===== src/hw/rtl/hashed_flow_table_unit_defines.svh =====
// assertion macros for the hashed flow table unit
// expects clk and rst_n in the scope of use; no other dependencies
`ifndef HASHED_FLOW_TABLE_UNIT_DEFINES_SVH
`define HASHED_FLOW_TABLE_UNIT_DEFINES_SVH

`ifndef NO_ASSERTIONS
`define HFT_ASSERT_IMP(lbl, ante, cons, msg) \
    lbl: assert property (@(posedge clk) disable iff (!rst_n) (ante) |-> (cons)) \
        else $error(msg);
`define HFT_ASSERT_NXT(lbl, ante, cons, msg) \
    lbl: assert property (@(posedge clk) disable iff (!rst_n) (ante) |=> (cons)) \
        else $error(msg);
`else
`define HFT_ASSERT_IMP(lbl, ante, cons, msg)
`define HFT_ASSERT_NXT(lbl, ante, cons, msg)
`endif

`endif


===== src/hw/rtl/hft_ram.sv =====
// generic single-port synchronous ram with registered read data
// no dependencies
`timescale 1ns / 1ps

module hft_ram #(
    parameter int  WIDTH = 8,
    parameter int  DEPTH = 16,
    localparam int AW    = (DEPTH > 1) ? $clog2(DEPTH) : 1
) (
    input  logic             clk,
    input  logic             we,
    input  logic [AW-1:0]    addr,
    input  logic [WIDTH-1:0] wdata,
    output logic [WIDTH-1:0] rdata
);

    logic [WIDTH-1:0] mem [DEPTH];
    logic [WIDTH-1:0] rdata_reg;

    always_ff @(posedge clk)
    begin
        if (we)
        begin
            mem[addr] <= wdata;
        end
        rdata_reg <= mem[addr];
    end

    assign rdata = rdata_reg;

endmodule


===== config.mk =====
export PLATFORM = sky130hd
export DESIGN_NAME = hft_ram
export DESIGN_NICKNAME = d
export VERILOG_FILES = /design/src/hw/rtl/hashed_flow_table_unit_defines.svh /design/src/hw/rtl/hft_ram.sv
export SDC_FILE = /design/constraint.sdc
export NUM_CORES = 1
export LEC_CHECK = 0
export BUFFER_PORTS_ARGS = -buffer_cell sky130_fd_sc_hd__buf_2
export CORE_ASPECT_RATIO = 0.7
export CORE_MARGIN = 10
export CORE_UTILIZATION = 44
export CTS_CLUSTER_DIAMETER = 30
export DETAILED_ROUTE_END_ITERATION = 10
export SLEW_MARGIN = 10
export SYNTH_ARGS = -nofsm -noshare
export SYNTH_HDL_FRONTEND = slang
export SYNTH_SLANG_ARGS = --single-unit

===== constraint.sdc =====
create_clock -name clk -period 3 [get_ports clk]
set_clock_uncertainty 0.2 [all_clocks]
set_input_delay 0.15 -clock clk [delete_from_list [all_inputs] [get_ports clk]]
set_output_delay 0.15 -clock clk [all_outputs]
set_load 0.005 [all_outputs]

==> impl_metrics.env, run 1 <==
export IMPL_ys_warn_count=0
export IMPL_slew_violations=0
export IMPL_ys_ff_latch=136
export IMPL_ff_latch_area_mm2=0.00400
export IMPL_syn_cell_area_mm2=0.00507
export IMPL_grt_pass1_wl_um=16100
export IMPL_mostFrequentLayoutCells="edfxtp_1 (128), mux4_2 (32), buf_2 (21)"
export IMPL_nets=299
export IMPL_criticalPathCategory="input port to register"
export IMPL_firstDrtPassIters=4
export IMPL_r2r_worst_path_cells=3
export IMPL_antenna_cells=0
export IMPL_reg2reg_slack_ns=1.41
export IMPL_syn_inst=230
export IMPL_drt_initial_drc_count=194
export IMPL_grt_start_max_net_pins=19
export IMPL_max_freq_mhz=566
export IMPL_hold_violations=0
export IMPL_worst_pin_slew_ns=0.843
export IMPL_outcome="finished clean"
export IMPL_fillers=873
export IMPL_cts_buffers=17
export IMPL_p_per_area_mw_per_mm2=726
export IMPL_hpwl_um=6690
export IMPL_cp_data_arrival_time_ns=1.60
export IMPL_critPathLaunch="addr[0]"
export IMPL_r2r_start="mem[1][6]"
export IMPL_ys_seq_area_share_pct=79.0
export IMPL_wl_um=10400
export IMPL_crit_fanout=18
export IMPL_endpoint="mem[6][1]"
export IMPL_pwr_share_seq_pct=48.1
export IMPL_comb_power_share_pct=4.5
export IMPL_final_common_cell="edfxtp_1"
export IMPL_power_leakage_uw=0.00203
export IMPL_largest_reg_flops=128
export IMPL_crit_path_end_kind="register"
export IMPL_die_y_um=110
export IMPL_cts_root_buf="clkbuf_16"
export IMPL_htreeDepth=4
export IMPL_startpoint_type="input port"
export IMPL_setup_viol=0
export IMPL_clkLatencyLatePin_ns=0.42
export IMPL_slew_headroom_pct=43.6
export IMPL_routed_via_density=5.53
export IMPL_grtUsageTotal_pct=13.8
export IMPL_antenna_found_initial=0
export IMPL_cts_repair_resized=0
export IMPL_hold_depth=4
export IMPL_clk_pin_slew_worst_paths_ns=0.05
export IMPL_vias=2492
export IMPL_peakVddDrop_uv=459
export IMPL_drtAntennaViolNets=0
export IMPL_die_w_um=148
export IMPL_core_mm2=0.0111
export IMPL_post_route_period_util_pct=58.9
export IMPL_syn_area_per_cell_um2=22.0
export IMPL_place_gp_congestion=0.769
export IMPL_tritoncts="yes"
export IMPL_hp_class="input port to register"
export IMPL_clock_power_share_pct=47.4
export IMPL_syn_nets=244
export IMPL_portBuffers=21
export IMPL_fin_crit_ns=1.77
export IMPL_synth_top_area_share_pct=75.9
export IMPL_power_net_switching_uw=925
export IMPL_cts_buffer_depth=2
export IMPL_start_util_pct=45.5
export IMPL_wl_per_cell_um=23.0
export IMPL_globalRouteOverflowTotal=0
export IMPL_r2r_end="rdata[6]"
export IMPL_p_sw_share_pct=20.8
export IMPL_drive_gt1_share_pct=34.6
export IMPL_area_growth_pct=20.8
export IMPL_cts_sinks=136
export IMPL_rows=32
export IMPL_yosys_area_top_type="edfxtp_1"
export IMPL_die_area_mm2=0.0163
export IMPL_fin_tns_setup_ns=0
export IMPL_p_int_uw=3520
export IMPL_drv_cap=0
export IMPL_yosys_top_cells_area="edfxtp_1 (76%), mux4_2 (14%), dfxtp_1 (3.2%), a22oi_1 (2.4%), nor2_1 (0.96%)"
export IMPL_ios=22
export IMPL_multiInputGateArea_mm2=0.00100
export IMPL_total_power_uw=4450
export IMPL_cp_data_required_time_ns=2.84
export IMPL_rsz0062_at_grt="no"
export IMPL_drc=0
export IMPL_synth_distinct_cells=18
export IMPL_grt_pass1_vias=2633
==> cells by family after synthesis <==
kind of cell / count (synthesis) / synth area share, %
compound gates: 16 / 2.37
flops: 136 / 79.0
mux: 32 / 14.2
simple gates: 35 / 3.21
buf+inv: 11 / 1.19
==> cell usage after synthesis <==
| cell | instances |
|---|---|
| nor2b_1 | 2 |
| and2_1 | 1 |
| edfxtp_1 | 128 |
| a22oi_1 | 16 |
| buf_6 | 2 |
| buf_2 | 2 |
| nand3_1 | 1 |
| mux4_2 | 32 |
| nand2b_1 | 2 |
| nor3_1 | 4 |
| nand2_1 | 9 |
| dfxtp_1 | 8 |
| clkbuf_2 | 1 |
| nand3b_1 | 2 |
| or3b_2 | 1 |
| nor2_1 | 13 |
| clkbuf_1 | 2 |
| buf_1 | 4 |
==> through the flow <==
stage | worst slack (ns) | instance area [um2] | cells | hold WS, ns | util [%]
global route | 1.04 | 6120 | 451 | 0.149 | 55.0
floorplan | 1.16 | 5070 | 230 | 0.0489 | -
CTS | 1.18 | 6120 | 451 | 0.125 | 55.0
finish | 1.23 | 6120 | 451 | 0.152 | 55.0
detailed placement | 0.748 | 5440 | 411 | 0.337 | 48.9
global placement | 0.760 | 5440 | 411 | 0.331 | 48.9
==> worst max-delay path, cell delays in order <==
cell and delay (ns):
buf_2 0.28, buf_4 0.28, nand2b_1 0.21, nor2_1 0.67
==> timing repair <==
action                     CTS  global route
hold buffers                 8             0
hold endpoints to repair   128             0
setup endpoints to repair    0             0
buffers inserted             0             0
==> worst min path at each step <==
stage / from / to / slack [ns]
after floorplan: wdata[0] / mem[0][0] / 0.05
after global placement: rdata[3] / rdata[3] / 0.33
after detailed placement: rdata[0] / rdata[0] / 0.34
after CTS: addr[1] / rdata[5] / 0.12
after global routing: addr[1] / rdata[5] / 0.15
final: addr[1] / rdata[1] / 0.15
==> power groups by stage <==
| stage | Combinational [uW] | Clock (uW) | Sequential [uW] |
|---|---|---|---|
| 2_1_floorplan | 109 | 0 | 2170 |
| 3_3_place_gp | 193 | 0 | 2180 |
| 3_5_place_dp | 195 | 0 | 2180 |
| 4_1_cts | 204 | 2140 | 2140 |
| 5_1_grt | 220 | 2220 | 2140 |
| 6_report | 200 | 2110 | 2140 |
==> per-layer routing <==
metal | part of all wire, % | GRT usage (%)
met2 | 44 | 19.5
met5 | 0 | 0
met4 | 1.6 | 5.57
met1 | 48 | 18.9
met3 | 6.4 | 5.46
==> final cells by class <==
type / count / share of cell area, %
clock buffers: 17 / 6.95
repair buffers: 47 / 5.23
well taps: 153 / 3.13
clock inverters: 15 / 2.86
multi-input cells: 83 / 16.4
flip-flops and latches: 136 / 65.4
No activity file was read; power rests on OpenSTA's default activity.
==> inputs of run 2 (changes only) <==
clock period = 1.5 ns   (was 3 ns; I/O delays follow)
==> impl_metrics.env, run 2 (synthesis gave the netlist of run 1 again) <==
export IMPL_outcome="finished clean"
export IMPL_ios=22
export IMPL_max_freq_mhz=684
export IMPL_worst_pin_slew_ns=0.995
export IMPL_place_area_mm2=0.00578
export IMPL_cp_slowest_cell="mux4_2"
export IMPL_hpwl_um=6870
export IMPL_drv_cap=0
export IMPL_die_w_um=148
export IMPL_grtUsageTotal_pct=13.5
export IMPL_start_util_pct=45.5
export IMPL_setup_viol=0
export IMPL_cts_sinks=136
export IMPL_post_cts_buffers=0
export IMPL_nets=321
export IMPL_stdcell_count=473
export IMPL_cp_cell_sequence="mux4_2 > a22oi_2 > nand2_1"
export IMPL_final_common_cell="edfxtp_1"
export IMPL_fin_crit_ns=1.46
export IMPL_cts_root_buf="clkbuf_16"
export IMPL_slew_violations=0
export IMPL_drive_gt1_share_pct=45.6
export IMPL_cp_data_required_time_ns=1.60
export IMPL_mostFrequentLayoutCells="edfxtp_1 (128), mux4_2 (32), buf_4 (29)"
export IMPL_holdWs_ns=0.0356
export IMPL_rows=32
export IMPL_antenna_cells=0
export IMPL_dp_cells=434
export IMPL_die_area_mm2=0.0163
export IMPL_area_growth_pct=28.3
export IMPL_largest_reg_flops=128
export IMPL_crit_path_end_kind="register"
export IMPL_use_met1_pct=17.9
export IMPL_antenna_found_initial=0
export IMPL_wl_um=10200
export IMPL_criticalPathCategory="register to register"
export IMPL_hold_violations=0
export IMPL_portBuffers=21
export IMPL_htreeDepth=4
export IMPL_wl_per_cell_um=21.5
export IMPL_place_gp_congestion=0.764
export IMPL_clk_pin_slew_worst_paths_ns=0.06
export IMPL_tritoncts="yes"
export IMPL_crit_fanout=1
export IMPL_slew_headroom_pct=33.5
export IMPL_grt_pass1_wl_um=15700
export IMPL_power_leakage_uw=0.00218
export IMPL_grt_pass1_vias=2718
export IMPL_globalRouteOverflowTotal=0
export IMPL_die_y_um=110
export IMPL_busiest_layer="met2"
export IMPL_slowest_delay_ns=0.48
export IMPL_peakVddDrop_uv=843
export IMPL_p_per_area_mw_per_mm2=1380
export IMPL_cts_buffer_depth=2
export IMPL_vias=2519
export IMPL_cts_buffers=17
export IMPL_drtAntennaViolNets=0
export IMPL_cp_data_arrival_time_ns=1.56
export IMPL_post_route_period_util_pct=97.5
export IMPL_core_mm2=0.0111
export IMPL_drt_initial_drc_count=154
export IMPL_final_area_mm2=0.00650
export IMPL_total_power_uw=8960
export IMPL_rsz0062_at_grt="yes"
export IMPL_hp_class="input port to register"
export IMPL_clkLatencyLatePin_ns=0.42
export IMPL_grt_use_met3_pct=5.30
export IMPL_grt_start_max_net_pins=25
export IMPL_routed_via_density=5.33
export IMPL_startpoint_type="register"
export IMPL_fin_tns_setup_ns=0
export IMPL_drc=0
export IMPL_use_met2_pct=19.7
export IMPL_firstDrtPassIters=4
==> run 2: worst paths after layout <==
| check | from | to | slack, ns | cells past startpoint |
|---|---|---|---|---|
| worst max-delay path | mem[10][6] | rdata[6] | 0.04 | 3 |
| worst min register to register | mem[12][3] | rdata[3] | 0.48 | 3 |
| worst max register to register | mem[10][6] | rdata[6] | 0.04 | 3 |
| worst min-delay path | addr[2] | rdata[3] | 0.04 | 5 |
==> run 2: cell type report <==
cell class,count,area (um2)
Timing Repair Buffer,69,623
Sequential cell,136,4000
Fill cell,848,4630
Clock buffer,18,429
Clock inverter,14,174
Multi-Input combinational cell,83,1080
Tap cell,153,191
==> run 2: routing by layer <==
metal	vias to the layer above	wire, um
met5	-	0
met4	0	118
met3	10	637
met2	79	4680
met1	1306	4720
li1	1124	-
==> run 2: critical path: cells and delay by family (launching register included) <==
family           cells  cell delay (ns)
multiplexers         1             0.48
flip-flops           1             0.37
AO/OA/AOI/OAI        1             0.21
AND/OR/NAND/NOR      1             0.09
==> run 2: report_power, final <==
| part | switching, uW | internal (uW) |
|---|---|---|
| Clock | 1570 | 2630 |
| Sequential | 28.6 | 4250 |
| Combinational | 251 | 235 |
| Total | 1840 | 7110 |
==> run 2: per-stage QoR <==
step / util, % / setup WS (ns)
after CTS: 58.1 / 0.000221
final: 58.4 / 0.0377
after floorplan: - / -0.162
after global routing: 58.4 / -0.00343
after global placement: 52.0 / -0.183
after detailed placement: 52.0 / -0.183
==> run 2: repair_timing <==
action                                 in CTS  in global routing
resized for setup                           2                  6
endpoints found under the hold margin     128                  0
hold buffers                                8                  0
pin swaps                                   2                  4
setup endpoints to repair                   2                  6
