`config.mk`:
```
export PLATFORM = sky130hd
export DESIGN_NAME = hft_hash
export DESIGN_NICKNAME = d
export VERILOG_FILES = /design/src/hw/rtl/hft_pkg.sv /design/src/hw/rtl/hft_hash.sv
export VERILOG_INCLUDE_DIRS = /design/src /design/src/hw/rtl
export SDC_FILE = /design/constraint.sdc
export NUM_CORES = 1
export LEC_CHECK = 0
export BUFFER_PORTS_ARGS = -buffer_cell sky130_fd_sc_hd__buf_4
export CAP_MARGIN = 10
export CORE_MARGIN = 4
export CORE_UTILIZATION = 37
export CTS_CLUSTER_SIZE = 20
export DETAILED_ROUTE_END_ITERATION = 10
export GPL_TIMING_DRIVEN = 1
export PLACE_DENSITY = 0.55
export SKIP_LAST_GASP = 1
export SYNTH_ARGS = -nofsm -noshare
export SYNTH_HDL_FRONTEND = slang
export SYNTH_SLANG_ARGS = --single-unit
```
`constraint.sdc`:
```
create_clock -name clk -period 18.16 [get_ports clk]
set_input_delay 2.724 -clock clk [delete_from_list [all_inputs] [get_ports clk]]
set_output_delay 2.724 -clock clk [all_outputs]
set_load 0.02 [all_outputs]
```
`src/hw/rtl/hashed_flow_table_unit_defines.svh`:
```
// assertion macros for the hashed flow table unit
// expects clk and rst_n in the scope of use; no other dependencies
`ifndef HASHED_FLOW_TABLE_UNIT_DEFINES_SVH
`define HASHED_FLOW_TABLE_UNIT_DEFINES_SVH

`ifndef NO_ASSERTIONS
`define HFT_ASSERT_IMP(lbl, ante, cons, msg) \
    lbl: assert property (@(posedge clk) disable iff (!rst_n) (ante) |-> (cons)) \
        else $error(msg);
`define HFT_ASSERT_NXT(lbl, ante, cons, msg) \
    lbl: assert property (@(posedge clk) disable iff (!rst_n) (ante) |=> (cons)) \
        else $error(msg);
`else
`define HFT_ASSERT_IMP(lbl, ante, cons, msg)
`define HFT_ASSERT_NXT(lbl, ante, cons, msg)
`endif

`endif

```
`src/hw/rtl/hft_pkg.sv`:
```
// shared types, codes and sizes of the hashed flow table unit
// no dependencies
`timescale 1ns / 1ps

package hft_pkg;

    localparam int BUCKETS      = 31;
    localparam int BUCKET_W     = 5;
    localparam int BUCKET_DEPTH = 512;
    localparam int HASH_W       = 26;
    localparam int FIELDS       = 5;
    localparam int FLD_W        = 3;
    localparam int REDUCE_STEPS = HASH_W / 2;
    localparam int STEP_W       = 4;

    localparam logic [1:0] CMD_INSERT = 2'd0;
    localparam logic [1:0] CMD_CLEAR  = 2'd2;

    localparam logic [7:0] PROTO_TCP = 8'd6;
    localparam logic [7:0] PROTO_UDP = 8'd17;

    localparam logic [2:0] RSP_INSERTED = 3'd0;
    localparam logic [2:0] RSP_FULL     = 3'd1;
    localparam logic [2:0] RSP_FOUND    = 3'd2;
    localparam logic [2:0] RSP_MISS     = 3'd3;
    localparam logic [2:0] RSP_CLEARED  = 3'd4;

    typedef struct packed {
        logic [1:0]  cmd;
        logic [31:0] src_addr;
        logic [31:0] dst_addr;
        logic [15:0] src_port;
        logic [15:0] dst_port;
        logic [7:0]  ip_proto;
    } hft_req_t;

    typedef struct packed {
        logic [31:0] src_addr;
        logic [31:0] dst_addr;
        logic [15:0] src_port;
        logic [15:0] dst_port;
        logic [7:0]  ip_proto;
    } hft_tuple_t;

    typedef struct packed {
        logic [2:0] status;
        logic [4:0] bucket;
    } hft_rsp_t;

    typedef struct packed {
        logic                done;
        logic [BUCKET_W-1:0] bucket;
    } hft_hash_rsp_t;

endpackage

```
`src/hw/rtl/hft_hash.sv`:
```
// chained five-tuple hash and bucket reduction, each field through a prep and a mix state,
// then two remainder bits per cycle; depends on hft_pkg and the defines header
`timescale 1ns / 1ps
`include "hashed_flow_table_unit_defines.svh"

module hft_hash (
    input  logic                  clk,
    input  logic                  rst_n,
    input  logic                  start,
    input  hft_pkg::hft_tuple_t   tup,
    output hft_pkg::hft_hash_rsp_t rsp
);

    import hft_pkg::*;

    localparam int MOD_W = 23;
    localparam logic [MOD_W:0] HASH_MOD = 24'h7fffff;

    localparam logic [FLD_W-1:0] FLD_SRC_ADDR = 3'd0;
    localparam logic [FLD_W-1:0] FLD_SRC_PORT = 3'd1;
    localparam logic [FLD_W-1:0] FLD_DST_ADDR = 3'd2;
    localparam logic [FLD_W-1:0] FLD_DST_PORT = 3'd3;
    localparam logic [FLD_W-1:0] FLD_PROTO    = 3'd4;
    localparam logic [FLD_W-1:0] FLD_LAST     = FLD_W'(FIELDS - 1);
    localparam logic [STEP_W-1:0] STEP_LAST   = STEP_W'(REDUCE_STEPS - 1);

    typedef enum logic [1:0] {H_IDLE, H_PREP, H_MIX, H_RED} hstate_t;

    hstate_t             state_reg, state_next;
    logic [FLD_W-1:0]    fld_reg, fld_next;
    logic [HASH_W-1:0]   h_reg, h_next;
    logic [MOD_W-1:0]    xr_reg, xr_next;
    logic [31:0]         m_reg, m_next;
    logic [HASH_W-1:0]   sh_reg, sh_next;
    logic [STEP_W-1:0]   cnt_reg, cnt_next;
    logic [BUCKET_W-1:0] rem_reg, rem_next;
    logic                done_reg, done_next;
    logic [31:0]         fld_x;

    function automatic logic [MOD_W-1:0] mod_hash(input logic [31:0] v);
        logic [MOD_W:0] s;
        s = {1'b0, v[MOD_W-1:0]} + (MOD_W + 1)'(v[31:MOD_W]);
        if (s >= HASH_MOD)
        begin
            s = s - HASH_MOD;
        end
        return s[MOD_W-1:0];
    endfunction

    function automatic logic [BUCKET_W-1:0] rem_step(input logic [BUCKET_W-1:0] r,
                                                     input logic [1:0] b);
        logic [BUCKET_W:0]   t;
        logic [BUCKET_W-1:0] q;
        q = r;
        for (int k = 1; k >= 0; k--)
        begin
            t = {q, b[k]};
            if (t >= (BUCKET_W + 1)'(BUCKETS))
            begin
                t = t - (BUCKET_W + 1)'(BUCKETS);
            end
            q = t[BUCKET_W-1:0];
        end
        return q;
    endfunction

    always_comb
    begin
        case (fld_reg)
            FLD_SRC_ADDR: fld_x = tup.src_addr;
            FLD_SRC_PORT: fld_x = {16'b0, tup.src_port};
            FLD_DST_ADDR: fld_x = tup.dst_addr;
            FLD_DST_PORT: fld_x = {16'b0, tup.dst_port};
            FLD_PROTO:    fld_x = {24'b0, tup.ip_proto};
            default:      fld_x = '0;
        endcase
    end

    always_comb
    begin
        state_next = state_reg;
        fld_next   = fld_reg;
        h_next     = h_reg;
        xr_next    = xr_reg;
        m_next     = m_reg;
        sh_next    = sh_reg;
        cnt_next   = cnt_reg;
        rem_next   = rem_reg;
        done_next  = 1'b0;
        case (state_reg)
            H_IDLE:
            begin
                if (start)
                begin
                    h_next     = '0;
                    fld_next   = FLD_SRC_ADDR;
                    state_next = H_PREP;
                end
            end
            H_PREP:
            begin
                xr_next    = mod_hash(fld_x);
                m_next     = (32'(h_reg) << 5) + 32'(h_reg);
                state_next = H_MIX;
            end
            H_MIX:
            begin
                h_next = h_reg + HASH_W'(mod_hash(m_reg + 32'(xr_reg)));
                if (fld_reg == FLD_LAST)
                begin
                    sh_next    = h_next;
                    cnt_next   = '0;
                    rem_next   = '0;
                    state_next = H_RED;
                end
                else
                begin
                    fld_next   = fld_reg + 1'b1;
                    state_next = H_PREP;
                end
            end
            H_RED:
            begin
                rem_next = rem_step(rem_reg, sh_reg[HASH_W-1 -: 2]);
                sh_next  = sh_reg << 2;
                cnt_next = cnt_reg + 1'b1;
                if (cnt_reg == STEP_LAST)
                begin
                    done_next  = 1'b1;
                    state_next = H_IDLE;
                end
            end
            default:
            begin
                state_next = H_IDLE;
            end
        endcase
    end

    always_ff @(posedge clk or negedge rst_n)
    begin
        if (!rst_n)
        begin
            state_reg <= H_IDLE;
            done_reg  <= 1'b0;
            rem_reg   <= '0;
        end
        else
        begin
            state_reg <= state_next;
            done_reg  <= done_next;
            rem_reg   <= rem_next;
        end
    end

    always_ff @(posedge clk)
    begin
        fld_reg <= fld_next;
        h_reg   <= h_next;
        xr_reg  <= xr_next;
        m_reg   <= m_next;
        sh_reg  <= sh_next;
        cnt_reg <= cnt_next;
    end

    assign rsp.done   = done_reg;
    assign rsp.bucket = rem_reg;

    `HFT_ASSERT_IMP(a_xr_reduced, state_reg == H_MIX, xr_reg < HASH_MOD[MOD_W-1:0], "field residue out of range")
    `HFT_ASSERT_IMP(a_bucket_range, done_reg, rem_reg < BUCKET_W'(BUCKETS), "bucket out of range")
    `HFT_ASSERT_NXT(a_done_pulse, done_reg, !done_reg && state_reg == H_IDLE, "done held too long")

endmodule

```
==> results.yml <==
synth:
  synth_compound_area_frac: 0.227
  synth-simple-area-share: 0.203
  synthXorXnorAreaFrac: 0.0915
  synth-seq-area-share: 0.321
  synth_top_cell_by_area: "edfxtp_1"
  synth.mux.area_fraction: 0.0125
  synth_top_flop_cell: "edfxtp_1"
  synth.avg_cell_area_sq_um: 8.87
  synth_common_cells: "nor2_1, nand2_1, edfxtp_1"
  yosys.area_share.adder: 0.115
  yosys.area.top_type_share: 0.303
  synth_top_family_by_area: "compound AO/OA/AOI/OAI gates"
  synthTopCellsByArea: "edfxtp_1, ha_1, xnor2_1"
  yosysMostFrequentCell: "nor2_1"
  synth_edf_count: 114
  ys_types: 87
  netlist_area_sq_um: 11300
  ys_warn_count: 0
  synth-seq-cells: 122
  async_flop_share: 0.0656
  syn-num-nets: 1481
  syn-instance-count: 1273
timing:
  setup_viol: 0
  period_needed_ns: 9.75
  fin_crit_sh: 0.537
  relSlewSlack: 0.247
  final_hold_viol_count: 0
  max_freq_mhz: 103
  worst_pin_slew_ns: 1.13
  finalMaxSlewViolations: 0
  tns_ns: 0
  fin_worst_skew_ns: 0.0187
  rsz0062_at_grt: "false"
drt:
  drc: 0
  avgRoutedWirePerCell_um: 17.9
  drtIter0Drc: 692
  vias: 9903
  viasPerCell: 5.58
  drt-total-wl_mm: 31.9
  firstDrtPassIters: 5
  ant_nets: 0
clocking:
  hold_buffers: 0
  clock_path_buffers: 2
  cts-root-buf: "clkbuf_16"
  clk_pin_slew_ns: 0.07
  cts_made_buffers: 17
  cts_setup_buffers: 0
  post_cts_resized: 0
  htree_levels: 4
  cts_sinks: 122
  clock_latency_ns: 0.43
  cts_tree: "built"
die:
  rows: 63
  start_util: 0.378
  chipWidth_um: 183
  dieArea_sq_um: 33400
  die_h_um: 183
  core_area_sq_um: 29900
  ios: 113
worst_setup_path:
  endpoint: "sh_reg[21]$_DFFE_PP_"
  r2r_start: "xr_reg[1]$_DFFE_PN_"
  reg2reg_slack_ns: 8.41
  worst-endpoint-arrival_ns: 9.91
  reg2reg_depth: 35
  start_kind: "flop"
  crit_type: "reg -> reg"
  max_stage_delay_ns: 0.48
  startpoint: "xr_reg[1]$_DFFE_PN_"
  required_ns: 18.32
  endpoint_kind: "flop"
  slowest_stage: "o41ai_1"
  critPathMaxFanout: 10
  r2r-end: "sh_reg[21]$_DFFE_PP_"
global_route:
  grt_pass1_wl_mm: 50.5
  grt_max_degree: 56
  grt_antenna_before_repair: 2
  grt_pass1_vias: 9490
  grt-ovfl-total: 0
  grt_util_all_layers: 0.187
final_layout:
  syn_to_final_growth_pct: 16.4
  drive_above_1_share: 0.139
  antenna_cells: 0
  largest_reg_flops: 32
  fin_area_sq_um: 13100
  nets: 1581
  nFillCells: 2925
outcome:
  status: "completed"
placement:
  dp_hpwl_mm: 25.4
  gp_congestion: 0.929
  dpl_cell_area_sq_um: 12500
  portBuffers: 112
flow_run:
  drv_cap: 0
hold_path:
  hold_path.class: "reg -> reg"
==> cells in the final DEF (no fill, tap or decap), drive strengths merged, types with 6 or more instances in the layout <==
master    n
nor2    124
buf     119
nand2   117
edfxtp  114
ha       96
a21oi    77
o21ai    73
xnor2    66
nand3    59
inv      58
xor2     52
a21o     33
nor3     27
a22oi    24
and2     24
nor2b    23
clkbuf   18
and3     17
a211oi   16
o21a     15
nand4    14
a22o     12
nand2b   12
a31oi    12
or3      12
a222oi   11
dfrtp     8
nor4      8
o211ai    7
a31o      7
mux2i     7
or2       7
o21bai    7
nor3b     7
o22ai     6
o31ai     6
mux2      6
==> routing by layer <==
metal | vias to the layer above | GRT usage | part of all wire
li1 | 4993 | - | -
met1 | 4697 | 0.261 | 0.48
met2 | 184 | 0.311 | 0.47
met3 | 29 | 0.0231 | 0.032
met4 | 0 | 0.0450 | 0.015
met5 | - | 0 | 0
==> metrics by stage <==
stage | hold WS, ns | instances | utilization | setup WS (ns)
3_3_place_gp | 0.512 | 1744 | 0.419 | 8.75
3_5_place_dp | 0.505 | 1744 | 0.419 | 8.61
4_1_cts | 0.533 | 1776 | 0.440 | 8.58
2_1_floorplan | 0.464 | 1273 | - | 9.67
6_report | 0.530 | 1776 | 0.440 | 8.41
5_1_grt | 0.557 | 1776 | 0.440 | 7.73
==> cells by family after synthesis <==
group	after synthesis
DFF	122
muxes	13
AOI/OAI and AO/OA	366
xor gates and xnor gates	118
buffers and inverters	87
and+or+nand+nor	466
adders and majority gates	101
==> worst min path at each step <==
stage | slack (ns) | cells past startpoint | startpoint | end
4_1_cts | 0.53 | 2 | sh_reg[12]$_DFFE_PP_ | sh_reg[14]$_DFFE_PP_
3_3_place_gp | 0.51 | 2 | sh_reg[19]$_DFFE_PP_ | sh_reg[21]$_DFFE_PP_
3_5_place_dp | 0.50 | 2 | sh_reg[12]$_DFFE_PP_ | sh_reg[14]$_DFFE_PP_
2_1_floorplan | 0.46 | 0 | h_reg[0]$_SDFFCE_PN0P_ | m_reg[0]$_DFFE_PN_
5_1_grt | 0.56 | 2 | sh_reg[13]$_DFFE_PP_ | sh_reg[15]$_DFFE_PP_
6_report | 0.53 | 2 | sh_reg[13]$_DFFE_PP_ | sh_reg[15]$_DFFE_PP_
==> layout make-up <==
type,count,area (sq um),area share
clock inverters,14,170,0.0129
multi-input cells,1064,7340,0.558
flip-flops and latches,122,3620,0.276
inverters,49,184,0.0140
well taps,390,488,0.0371
repair buffers,119,893,0.0679
clock buffers,18,450,0.0343
==> worst max-delay path: cells and delay by family (launching register included) <==
kind | cells | cell delay, ns
compound gates | 20 | 5.33
simple gates | 7 | 1.59
fa+ha+maj | 4 | 1.31
xor+xnor | 3 | 0.81
flops | 1 | 0.39
buf+inv | 1 | 0.05
Power is not shown: default switching activity piles up to over one toggle a cycle in this logic, so the estimate is an artifact.
